[src/hdl/bmsi_pkg.sv]
// Types and constants shared by the banked mapper with scanline interrupt.
package bmsi_pkg;

    localparam int RAM_WORDS         = 1024;
    localparam int RAM_AW            = $clog2(RAM_WORDS);
    localparam int A12_FILTER_CYCLES = 8;
    localparam int FILTER_W          = 4;

    localparam logic [1:0] CMD_WRITE = 2'd0;
    localparam logic [1:0] CMD_READ  = 2'd1;
    localparam logic [1:0] CMD_PPU   = 2'd2;

    localparam logic [1:0] REG_BANK      = 2'd0;
    localparam logic [1:0] REG_MIRROR    = 2'd1;
    localparam logic [1:0] REG_IRQ_LATCH = 2'd2;
    localparam logic [1:0] REG_IRQ_EN    = 2'd3;

    localparam logic [2:0] BANK_CHR_0_1 = 3'd0;
    localparam logic [2:0] BANK_CHR_2_3 = 3'd1;
    localparam logic [2:0] BANK_CHR_4   = 3'd2;
    localparam logic [2:0] BANK_CHR_5   = 3'd3;
    localparam logic [2:0] BANK_CHR_6   = 3'd4;
    localparam logic [2:0] BANK_CHR_7   = 3'd5;
    localparam logic [2:0] BANK_PRG_0   = 3'd6;
    localparam logic [2:0] BANK_PRG_1   = 3'd7;

    localparam logic [7:0] PRG_FIXED_C000 = 8'h3E;
    localparam logic [7:0] PRG_FIXED_E000 = 8'h3F;
    localparam logic [7:0] CHR_PAIR_MASK  = 8'hFE;

    typedef struct packed {
        logic [1:0]  cmd;
        logic [15:0] addr;
        logic [7:0]  data;
    } t_in;

    typedef struct packed {
        logic [7:0] read_data;
        logic       open_bus;
        logic [7:0] bank;
        logic       irq;
        logic       mirror_horizontal;
    } t_out;

    typedef struct packed {
        logic       step;
        logic       ppu;
        logic       a12;
        logic       latch_we;
        logic       reload_set;
        logic       en_set;
        logic       en_clr;
        logic [7:0] data;
    } t_irq_ctl;

endpackage

[src/hdl/bmsi_irq.sv]
// Filtered A12 edge detector and scanline interrupt counter.
module bmsi_irq (
    input  logic              i_clk,
    input  logic              i_rst_n,
    input  bmsi_pkg::t_irq_ctl i_ctl,
    output logic              o_irq_next
);
    import bmsi_pkg::*;

    logic [FILTER_W-1:0] r_filter, n_filter;
    logic [7:0]          r_count, n_count;
    logic [7:0]          r_latch, n_latch;
    logic                r_reload, n_reload;
    logic                r_enable, n_enable;
    logic                r_line, n_line;
    logic [FILTER_W-1:0] filter_dec;

    always_comb begin
        n_filter   = r_filter;
        n_count    = r_count;
        n_latch    = r_latch;
        n_reload   = r_reload;
        n_enable   = r_enable;
        n_line     = r_line;
        filter_dec = (r_filter != '0) ? r_filter - 1'b1 : r_filter;
        if (i_ctl.latch_we) begin
            n_latch = i_ctl.data;
        end
        if (i_ctl.reload_set) begin
            n_reload = 1'b1;
        end
        if (i_ctl.en_set) begin
            n_enable = 1'b1;
        end
        if (i_ctl.en_clr) begin
            n_enable = 1'b0;
            n_line   = 1'b0;
        end
        if (i_ctl.ppu) begin
            n_filter = filter_dec;
            if (filter_dec == '0 && i_ctl.a12) begin
                if (r_count == '0 || r_reload) begin
                    n_count  = r_latch;
                    n_reload = 1'b0;
                end else begin
                    n_count = r_count - 8'd1;
                end
                if (n_count == '0 && r_enable) begin
                    n_line = 1'b1;
                end
            end
            if (i_ctl.a12) begin
                n_filter = FILTER_W'(A12_FILTER_CYCLES);
            end
        end
    end

    always_ff @(posedge i_clk) begin
        if (!i_rst_n) begin
            r_filter <= '0;
            r_count  <= '0;
            r_latch  <= '0;
            r_reload <= 1'b0;
            r_enable <= 1'b0;
            r_line   <= 1'b0;
        end else if (i_ctl.step) begin
            r_filter <= n_filter;
            r_count  <= n_count;
            r_latch  <= n_latch;
            r_reload <= n_reload;
            r_enable <= n_enable;
            r_line   <= n_line;
        end
    end

    assign o_irq_next = n_line;
endmodule

[config.mk]
export PLATFORM = sky130hd
export DESIGN_NAME = bmsi_irq
export DESIGN_NICKNAME = d
export VERILOG_FILES = /design/src/hdl/bmsi_pkg.sv /design/src/hdl/bmsi_irq.sv
export SDC_FILE = /design/constraint.sdc
export NUM_CORES = 1
export LEC_CHECK = 0
export ABC_AREA = 1
export ABC_CLOCK_PERIOD_IN_PS = 1700
export BUFFER_PORTS_ARGS = -buffer_cell sky130_fd_sc_hd__buf_4
export CAP_MARGIN = 20
export CORE_ASPECT_RATIO = 1.2
export CORE_MARGIN = 8
export CORE_UTILIZATION = 50
export CTS_CLUSTER_DIAMETER = 60
export DETAILED_ROUTE_END_ITERATION = 10
export HOLD_SLACK_MARGIN = 0.05
export PLACE_DENSITY = 0.74
export SYNTH_ARGS = -nofsm -noshare
export SYNTH_HDL_FRONTEND = slang
export SYNTH_SLANG_ARGS = --single-unit
[constraint.sdc]
create_clock -name i_clk -period 1.7 [get_ports i_clk]
set_input_delay 0.34 -clock i_clk [delete_from_list [all_inputs] [get_ports i_clk]]
set_output_delay 0.34 -clock i_clk [all_outputs]
set_load 0.05 [all_outputs]
# Word level (Yosys, flattened, before mapping)
# Cells that the tools add are included.
[totals]
latchBits = 0
ram_bits = 0
output_inout_bits = 1
mem_count = 0
wordCells = 35
regBits = 23
in_bits = 17
mem_bits_ro = 0
[op_classes]
n_addsub = 2
n_mux = 15
order_cmp = 0
div = 0
reduce_logical = 12
n_bitwise = 0
eq_ne = 0
n_mul = 0
shift = 0
[op_table]
columns = ["op", "count"]
rows = [
  ["$mux W8", 3],
  ["$logic_not A8 Y1", 2],
  ["$mux W1", 10],
  ["$mux W4", 2],
  ["$sub A8 B1 Y8 const B", 1],
  ["$reduce_and A2 Y1", 3],
  ["$logic_not A4 Y1", 1],
  ["$reduce_bool A4 Y1", 1],
  ["$sub A4 B1 Y4 const B", 1],
  ["$reduce_and A3 Y1", 1],
  ["$logic_and A1 B1 Y1", 2],
  ["$reduce_bool A2 Y1", 1],
  ["$logic_or A1 B1 Y1", 1],
]

# Longest topological paths before layout
# Gate-level depths: netlist of run 1.
[logic_depth]
word_depth = 11
depth_mapped = 14
mapped_depth_nobuf = 14

# Least setup slack after synthesis of run 1
# Ideal clock, no wire load.
[synth_timing]
path_kind = "register to output"
from = "register r_filter[0]"
to = "output o_irq_next"
arrival_time_ns = 1.863
path_buffers = 0
slack_ns = -0.503
t_required_ns = 1.360
stages_incl_launch_ff = 15
path_cell_list = "dfxtp_1 > inv_1 > ha_1 > inv_1 > nand2_1 > nand2_1 > nand2_1 > nand2_1 > nor2_2 > nand2_2 > nor2_1 > nand2_1 > nor2_2 > nand2_1 > o21ai_0"
[synth_via]
elab_chain_len = 6
elab_cells_between_ends = 7
classes_between = "1 x add/sub; 3 x mux; 3 x reduce/logical"
[synth_rtl]
columns = ["element", "line_no", "source"]
rows = [
  ["start: declaration", "bmsi_irq.sv:10", "logic [FILTER_W-1:0] r_filter, n_filter;"],
  ["start signal: assignment", "bmsi_irq.sv:67", "r_filter <= n_filter;"],
  ["$sub A4 B1 Y4 or $reduce_bool A4 Y1 (tied branches)", "bmsi_irq.sv:25", "filter_dec = (r_filter != '0) ? r_filter - 1'b1 : r_filter;"],
  ["$mux W4 (*)", "bmsi_irq.sv:25", ""],
  ["$logic_not A4 Y1 (*)", "bmsi_irq.sv:41", "if (filter_dec == '0 && i_ctl.a12) begin"],
  ["$logic_and A1 B1 Y1 (*)", "bmsi_irq.sv:41", ""],
  ["$mux W1 (*)", "bmsi_irq.sv:41", ""],
  ["$mux W1 (*)", "bmsi_irq.sv:39", "if (i_ctl.ppu) begin"],
  ["end: declaration", "bmsi_irq.sv:6", "output logic o_irq_next"],
]
# Mark *: on every way between the ends. The rest lies on a longest branch, timed or not.

# Worst setup path after layout of run 1
[layout_timing]
from = "register r_count[0]"
to = "output o_irq_next"
[layout_via]
elab_chain_len = 10
elab_cells_between_ends = 11
classes_between = "1 x add/sub; 6 x mux; 4 x reduce/logical"
[layout_rtl]
columns = ["element", "line_no", "source"]
rows = [
  ["start: declaration", "bmsi_irq.sv:11", "logic [7:0] r_count, n_count;"],
  ["start signal: assignment", "bmsi_irq.sv:68", "r_count <= n_count;"],
  ["parallel branches: the longest is 2 deep, another holds $sub A8 B1 Y8", "-", ""],
  ["$mux W8 (*)", "bmsi_irq.sv:42", "if (r_count == '0 || r_reload) begin"],
  ["$mux W8 (*)", "bmsi_irq.sv:41", ""],
  ["$mux W8 (*)", "bmsi_irq.sv:39", ""],
  ["$logic_not A8 Y1 (*)", "bmsi_irq.sv:48", "if (n_count == '0 && r_enable) begin"],
  ["$logic_and A1 B1 Y1 (*)", "bmsi_irq.sv:48", ""],
  ["$mux W1 (*)", "bmsi_irq.sv:48", ""],
  ["$mux W1 (*)", "bmsi_irq.sv:41", ""],
  ["$mux W1 (*)", "bmsi_irq.sv:39", ""],
]
# Every way passes the cells marked *. The select of a mux whose other input is x is not followed.

==> results of run 1 <==
cell type report:
| cell class | instances | area [µm²] | area share, % |
|---|---|---|---|
| multi-input cells | 151 | 875 | 45.2 |
| clock inverters | 1 | 5.00 | 0.259 |
| inverters | 31 | 116 | 6.01 |
| flip-flops and latches | 23 | 465 | 24.0 |
| clock buffers | 3 | 22.5 | 1.16 |
| repair buffers | 51 | 410 | 21.2 |
| well taps | 33 | 41.3 | 2.13 |
Yosys cell counts (all sizes together):
cell type / number / share of area [%]
o211ai: 1 / 0.57
nor3: 1 / 0.38
nor2: 27 / 9.3
xnor2: 1 / 0.66
nand2: 66 / 20
a21oi: 16 / 6.9
inv: 31 / 8.8
buf: 2 / 1.5
clkbuf: 2 / 0.57
nand3: 18 / 6.8
dfxtp: 23 / 35
o21ai: 18 / 7.4
ha: 3 / 2.8
routing by layer:
layer,GRT usage (%),part of all wire (%),wire (µm)
met5,0,0,0
met4,4.06,1.7,65
met3,3.08,5.4,208
met2,27.5,52,2010
met1,16.5,41,1590
how the worst max path moves through the flow:
stage,startpoint,end,depth (start not counted)
2_1_floorplan,r_filter[0]$_SDFFE_PN0P_,o_irq_next,12
3_3_place_gp,r_count[1]$_SDFFE_PN0P_,o_irq_next,12
3_5_place_dp,r_count[1]$_SDFFE_PN0P_,o_irq_next,12
4_1_cts,r_filter[0]$_SDFFE_PN0P_,o_irq_next,15
5_1_grt,r_count[0]$_SDFFE_PN0P_,o_irq_next,14
6_report,r_count[0]$_SDFFE_PN0P_,o_irq_next,14
power breakdown:
group / switching, µW / leakage, µW / internal [µW]
Combinational: 351 / 0.000732 / 289
Sequential: 17.9 / 0.000190 / 569
Clock: 182 / 0.0000177 / 88.3
cell usage in the layout (no fill, tap or decap), types with 2 or more instances in the layout:
cell type	Yosys	routed
sky130_fd_sc_hd__dfxtp_2	0	4
sky130_fd_sc_hd__clkbuf_4	0	3
sky130_fd_sc_hd__ha_4	0	2
sky130_fd_sc_hd__nor2_1	20	12
sky130_fd_sc_hd__o21ai_0	14	10
sky130_fd_sc_hd__buf_4	0	48
sky130_fd_sc_hd__inv_1	29	23
sky130_fd_sc_hd__nand2_2	5	20
sky130_fd_sc_hd__nor2_2	6	12
sky130_fd_sc_hd__nand3_2	0	3
sky130_fd_sc_hd__a21oi_2	3	6
sky130_fd_sc_hd__nor2_4	1	3
sky130_fd_sc_hd__dfxtp_1	23	19
sky130_fd_sc_hd__nand2_1	61	45
sky130_fd_sc_hd__o21ai_2	2	2
sky130_fd_sc_hd__o21ai_1	2	5
sky130_fd_sc_hd__inv_2	2	8
sky130_fd_sc_hd__nand3_1	18	14
sky130_fd_sc_hd__buf_8	1	2
sky130_fd_sc_hd__a21oi_1	13	10
worst max-delay path, stage by stage (launching register included):
cell	delay, ns
sky130_fd_sc_hd__dfxtp_2	0.38
sky130_fd_sc_hd__inv_2	0.07
sky130_fd_sc_hd__ha_4	0.16
sky130_fd_sc_hd__nand3_4	0.06
sky130_fd_sc_hd__inv_1	0.05
sky130_fd_sc_hd__nand2_2	0.10
sky130_fd_sc_hd__nand2_4	0.10
sky130_fd_sc_hd__nand2_2	0.09
sky130_fd_sc_hd__nand2_2	0.06
sky130_fd_sc_hd__nor2_2	0.12
sky130_fd_sc_hd__nand2_1	0.07
sky130_fd_sc_hd__nor2_2	0.14
sky130_fd_sc_hd__nand2_2	0.09
sky130_fd_sc_hd__o21ai_4	0.07
sky130_fd_sc_hd__buf_8	0.16
sequential cells by signal (all words and copies together) (netlist names):
name      count
r_line        1
r_latch       8
r_count       8
r_filter      4
r_reload      1
r_enable      1
through the flow:
| stage | instances | setup TNS [ns] | hold slack [ns] | setup slack, ns |
|---|---|---|---|---|
| 3_3_place_gp | 280 | -0.315 | 0.444 | -0.315 |
| 5_1_grt | 293 | -2.04 | 0.285 | -0.734 |
| 3_5_place_dp | 280 | -0.391 | 0.445 | -0.391 |
| 4_1_cts | 285 | -0.591 | 0.258 | -0.591 |
| 2_1_floorplan | 209 | -0.0684 | 0.430 | -0.0684 |
| 6_report | 293 | -1.33 | 0.249 | -0.692 |
kinds of logic (layout without fill, tap and decap cells):
logic type,Yosys count,count (layout),share of synthesized area (%)
AO/OA/AOI/OAI,35,35,14.8
AND/OR/NAND/NOR,112,112,36.1
flip-flops,23,23,34.7
buffers and inverters,35,86,10.8
adder cells (fa/ha/maj),3,3,2.83
XOR/XNOR,1,1,0.660
repair_timing:
action	in CTS	in global routing
gates cloned	0	0
resized for setup	11	36
setup buffers	1	8
endpoints found under the setup margin	1	8
hold endpoints to repair	0	0
pin swaps	4	20
==> impl_summary.md, run 1 <==
Setup path
The sort of element at the start of the critical path is a flip-flop. The largest driver fanout on the critical path is 8. The worst flop-to-flop path endpoint is r_reload$_SDFFE_PN0P_.

STA puts the critical path data required time at 1.36 ns. The data arrival time of the worst path is 2.05 ns. The start-to-end type of the worst setup path is reg2out.

The start of the worst register-to-register path is r_filter[0]$_SDFFE_PN0P_. The length in cells of the worst reg-to-reg path is 15. The kind of end point of the critical path is an output port.

The minimum setup slack among reg-to-reg paths is -0.21 ns.

STA
On the final layout, the worst clock skew is ~0.013 ns. The final worst-path setup slack is -0.692 ns. The slew at the pin closest to its max-slew limit is 0.352 ns. The number of hold violations in the final report is 0.

The fmax is 418 MHz. The share of the cycle needed by the critical path after routing is 141%. The worst slew margin relative to its limit is 76.5%. The time the worst path needs with I/O delays and setup is 2.39 ns. Setup repair after global routing could not meet its margin everywhere. The number of max-slew violations in the final report is 0. The final-report setup violation count is 9.

Worst hold path
The path with the worst hold slack has its endpoint at r_enable$_SDFFE_PN0P_. The worst hold path begins at i_ctl[9]. Along the worst hold path, the cell count comes to 3.

The worst hold path class is in2reg.

Final layout
The finished cells cover a little under 2000 µm². For this run, the post-layout net count is approximately 280. The count of fill cells added during filler insertion is about 190.

The layout cell share with drive strength beyond 1 is ~46%. The relative area change from synthesis to final layout is 45.9%. The antenna cell count is 0. For this run, the share of the core covered by cells in the final layout is 76.6%.

Global routing
Entering global routing, the biggest net connects 21 pins. The via count of the first global-routing pass is around 1.4k. The total congestion overflow is 0. The initial antenna violation count is 0. For this run, the total global-route usage over all layers was measured as 14.8%.

The first global-routing pass estimated 5.67 mm of wire.

Detailed routing
In the final routed layout, each cell accounts on average for 13.2 µm. Once detail routing completed, the nets flagged for antenna violations numbered 0. For this block, the via count after detailed routing is 1512. For this run, design rule violations remaining after detail routing come to 0. The number of detailed-routing iterations run before antenna repair is 4. The vias per cell is 5.16.

The total wirelength of the detailed-routed design is 3.88 mm. After the first detailed-routing iteration, the DRC count stood at 62.

Clock network
Clock tree synthesis found a total of 23 sinks. The clock reaches the later pin of the worst-skew pair after 0.33 ns. TritonCTS created 3 clock buffers.

The CTS tree is yes. The maximum count of clock buffers along a single path is 2. Clock-pin slew was measured on the worst setup and hold paths at 0.14 ns. The buffer cell driving the clock tree root is sky130_fd_sc_hd__clkbuf_4. The number of hold buffers added after cts is 0.

In this run the number of H-tree levels came out at 1.

Placed design
During placement, the flow inserted port buffers numbering 17. In this run the cell area measured after placement is 1710 µm². The last weighted congestion value of the routability-driven placer is 0.896.

The detailed placement HPWL is 2.57 mm.

Floorplanning
The area of the die is approximately 4600 µm². The total number of placement rows is 20. Measured along the y axis, the die boundary spans slightly above 70 µm.

For this design the top-level I/O count stands at 18. The initial core utilization is 52.5%. The standard cell core area is 2530 µm². Measured along the x axis, the die boundary spans 63.0 µm.

Yosys
The total nets after synthesis is 229. The post-synthesis register bit count is 23. The warning count from the yosys run is 0. The proportion of synthesized chip area in sequential cells is 34.7%. The area of the mapped netlist is 1330 µm². The mean instance size in the synthesized netlist is 6.35 µm².

After synthesis, the netlist uses 21 different library cells. The synthesized netlist cell count is around 210.

Status
The run finished, with violations left. The final reports fail on setup timing.

Power
The leakage power total is 0.000939 µW. The power density of the placed cells is slightly below 800 nW/µm². The worst vdd rail ir drop is 0.000525 V. The design draws roughly 1500 µW.

Flow run
The max-capacitance violation count is 0.
Note: power is estimated with default switching activity, not from simulation.
==> run 2, diff against run 1 <==
CORE_ASPECT_RATIO = 0.75   (was 1.2)
RECOVER_POWER = 25   (was not set)
TNS_END_PERCENT = 10   (was not set)
==> run 2 against run 1 <==
  * Register-to-register slack better by 0.12 ns
  * Clock-buffer cell count did not move
  * The run still ends with setup timing left
  * Power shrank 8.2%
  * Largest cell class unchanged
  * Utilization shrank 7.7 points
  * Critical endpoint unchanged
  * Flip-flop and latch count did not move
  * Largest power group is now registers
  * Non-clock buffer count shrank 13
  * Fmax up 4.2%
  * Critical path depth unchanged
  * Die area increased by 0.23%
  * Sequential power about the same
==> impl_summary.md, run 2 (synthesized netlist as in run 1, its figures left out) <==
Setup path
The sort of element at the start of the critical path is a flip-flop. STA classifies the critical path endpoint as an output port. The setup path with the least slack is of type reg2out.

For this run, the slowest stage of the critical path takes 0.37 ns. The critical path goes through inv_2, ha_4, nand3_2, inv_1, nand2_1, nand2_4, nand2_1, nand2_1, nor2_1, nand2_1, nor2_2, nand2_2, o21ai_4, buf_8. The largest driver fanout on the critical path is 8. Among all stages on the critical path, the largest delay is contributed by sky130_fd_sc_hd__dfxtp_1. The required time at the endpoint of the critical path is 1.36 ns. The data arrival time of the worst path is 1.96 ns. The cell that appears most often on the critical path is sky130_fd_sc_hd__nand2_1.

Final layout
In the final layout, the registers with the most flip-flops are r_count: 8 flops, r_latch: 8 flops, r_filter: 4 flops. The antenna cell count is 0. The library cell used most frequently in the layout, excluding fill and tap cells, is sky130_fd_sc_hd__nand2_1. The count of fill cells added during filler insertion is 236. At the end of the flow, the number of nets in the layout was 268. The top cell types in the final layout, fill and taps aside, are sky130_fd_sc_hd__nand2_1 (59), sky130_fd_sc_hd__buf_4 (35), sky130_fd_sc_hd__inv_1 (23). The final core area utilization is 68.8%. Compared with the post-synthesis result, the final layout area differs by 33.0%. The layout cell share with drive strength beyond 1 is 33.2%. After routing the design area is between 1500 and 2000 µm².

Power
The sequential cell fraction of total power is 42.7%. The internal power summed over all cells is 893 µW. The leakage power total is 0.000862 µW. The switching portion of total power is 34.9%. The power share of the clock group is 19.1%. The analysis attributes to net switching a power of 480 µW. IR analysis of the VDD net gives a maximum drop of 0.000471 V. The power density of the placed cells is roughly 800 nW/µm². Combinational logic is responsible for approximately two fifths of the overall power.

Detailed routing
The number of detailed-routing iterations run before antenna repair is 5. The detailed router finished its first iteration with approximately 100 violations. In the routed layout, each cell is associated on average with a via count of 4.88. The total wirelength of the detailed-routed design is 3.23 mm. After detailed routing, the number of remaining DRC violations is 0.

Once detail routing completed, the nets flagged for antenna violations numbered 0. Dividing the detail-routed wire length by the instance count gives 11.4 µm. The routed layout has 1380 vias.

Flow run
The max-capacitance violation count is 0.

STA
The worst slew margin relative to its limit is 76.5%. The number of hold violations in the final report was 0. For the final database, setup skew stands at ~0.0053 ns. The share of the cycle needed by the critical path after routing is 135%. The worst slack on hold paths is 0.247 ns. The number of max-slew violations in the final report was 0. The fmax is around 440 MHz. Setup repair after global routing could not meet its margin everywhere. The final worst-path setup slack is -0.596 ns. The worst path in the final design needs a cycle of 2.30 ns, including I/O delays and setup. Setup violations remaining at the end of the flow were counted as 3. The slew at the pin closest to its max-slew limit is 0.352 ns.

Clock network
The number of hold buffers added after cts is 0. The buffers inserted during post-CTS setup optimization is 0. In this run the number of H-tree levels came out at 1. The longest clock path from root to sink contains 2 buffers. TritonCTS built the clock tree. The clock buffer count from CTS is 3. The clock-pin slew of the registers on the worst-case setup and hold paths is 0.13 ns. The clock latency reported for the late side of the worst-skew pair is 0.31 ns. The buffer cell driving the clock tree root is sky130_fd_sc_hd__clkbuf_4. The clock net in this run drives a total of 23 sinks.

Floorplanning
The vertical die dimension is between 60 and 70 µm. The floorplan has 16 rows. In this run the horizontal extent of the chip is 75.5 µm. In this run the count of I/O pins placed on the die edge is 18. The area of the die is 4570 µm². The total area inside the core boundary comes to 2560 µm². For this configuration, the core starts out at a cell density of between 50% and 60%.

Placed design
The count of buffers added on input and output ports is 17. Once placement finished, the instance area stood at between 1500 and 2000 µm². The detailed placement HPWL is 2.63 mm.

The last weighted congestion value of the routability-driven placer is 0.869.

Status
The final reports fail on setup timing. The flow ran to the end, but the final reports show violations.

Global routing
The global routing usage summed across all routing layers is 16.0%. The initial antenna violation count came to 0. After global routing the overflow that remains totals 0.

Entering global routing, the biggest net connects 21 pins. The via count of the first global-routing pass is roughly 1.4k. The first global-routing pass estimated 5.77 mm of wire.

Worst hold path
The worst hold path class is in2reg.
## run 2: critical path: cells and delay by family (launching register included)
| kind | cells | cell delay (ns) |
|---|---|---|
| AND/OR/NAND/NOR | 9 | 0.79 |
| flip-flops | 1 | 0.37 |
| buffers and inverters | 3 | 0.26 |
| adder cells (fa/ha/maj) | 1 | 0.15 |
| AO/OA/AOI/OAI | 1 | 0.07 |
## run 2: final cells by class
type                       count  area, µm²  share of cell area (%)
multi-input combinational    151        807                    45.7
tap                           36       45.0                    2.55
inverter                      31        116                    6.60
clock buffer                   3       22.5                    1.28
sequential                    23        464                    26.3
clock inverter                 1       7.51                   0.426
timing repair buffer          38        302                    17.1
## run 2: metrics by stage
step / setup TNS (ns) / cells / setup slack, ns / power, µW
6_report: -0.692 / 283 / -0.596 / 1370
5_1_grt: -1.77 / 283 / -0.798 / 1470
4_1_cts: -0.676 / 283 / -0.607 / 1370
3_5_place_dp: -0.385 / 279 / -0.360 / 1090
3_3_place_gp: -0.278 / 279 / -0.278 / 1070
2_1_floorplan: -0.0684 / 209 / -0.0684 / 883
## run 2: worst paths after layout
path	slack, ns	from	to	cells past startpoint
max reg2reg	-0.09	r_filter[0]$_SDFFE_PN0P_	r_count[0]$_SDFFE_PN0P_	12
min	0.25	i_ctl[9]	r_enable$_SDFFE_PN0P_	3
max	-0.60	r_count[1]$_SDFFE_PN0P_	o_irq_next	14
min reg2reg	0.48	r_line$_SDFFE_PN0P_	r_line$_SDFFE_PN0P_	2
## run 2: power by group through the flow
stage | sequential (µW) | clock (µW) | combinational [µW]
2_1_floorplan | 597 | 0 | 286
3_3_place_gp | 596 | 0 | 476
3_5_place_dp | 597 | 0 | 490
6_report | 587 | 262 | 525
5_1_grt | 591 | 293 | 589
4_1_cts | 587 | 269 | 517
## run 2: layer usage
metal / vias to the layer above / part of all wire, % / track usage, %
li1: 729 / - / -
met1: 621 / 48 / 20.4
met2: 26 / 46 / 26.4
met3: 4 / 5.3 / 4.29
met4: 0 / 0.56 / 3.54
met5: - / 0 / 0
## run 2: what timing repair did
item	in CTS	in global routing
endpoints found under the setup margin	6	11
resized for setup	14	6
endpoints found under the hold margin	0	0
pin swaps	3	3
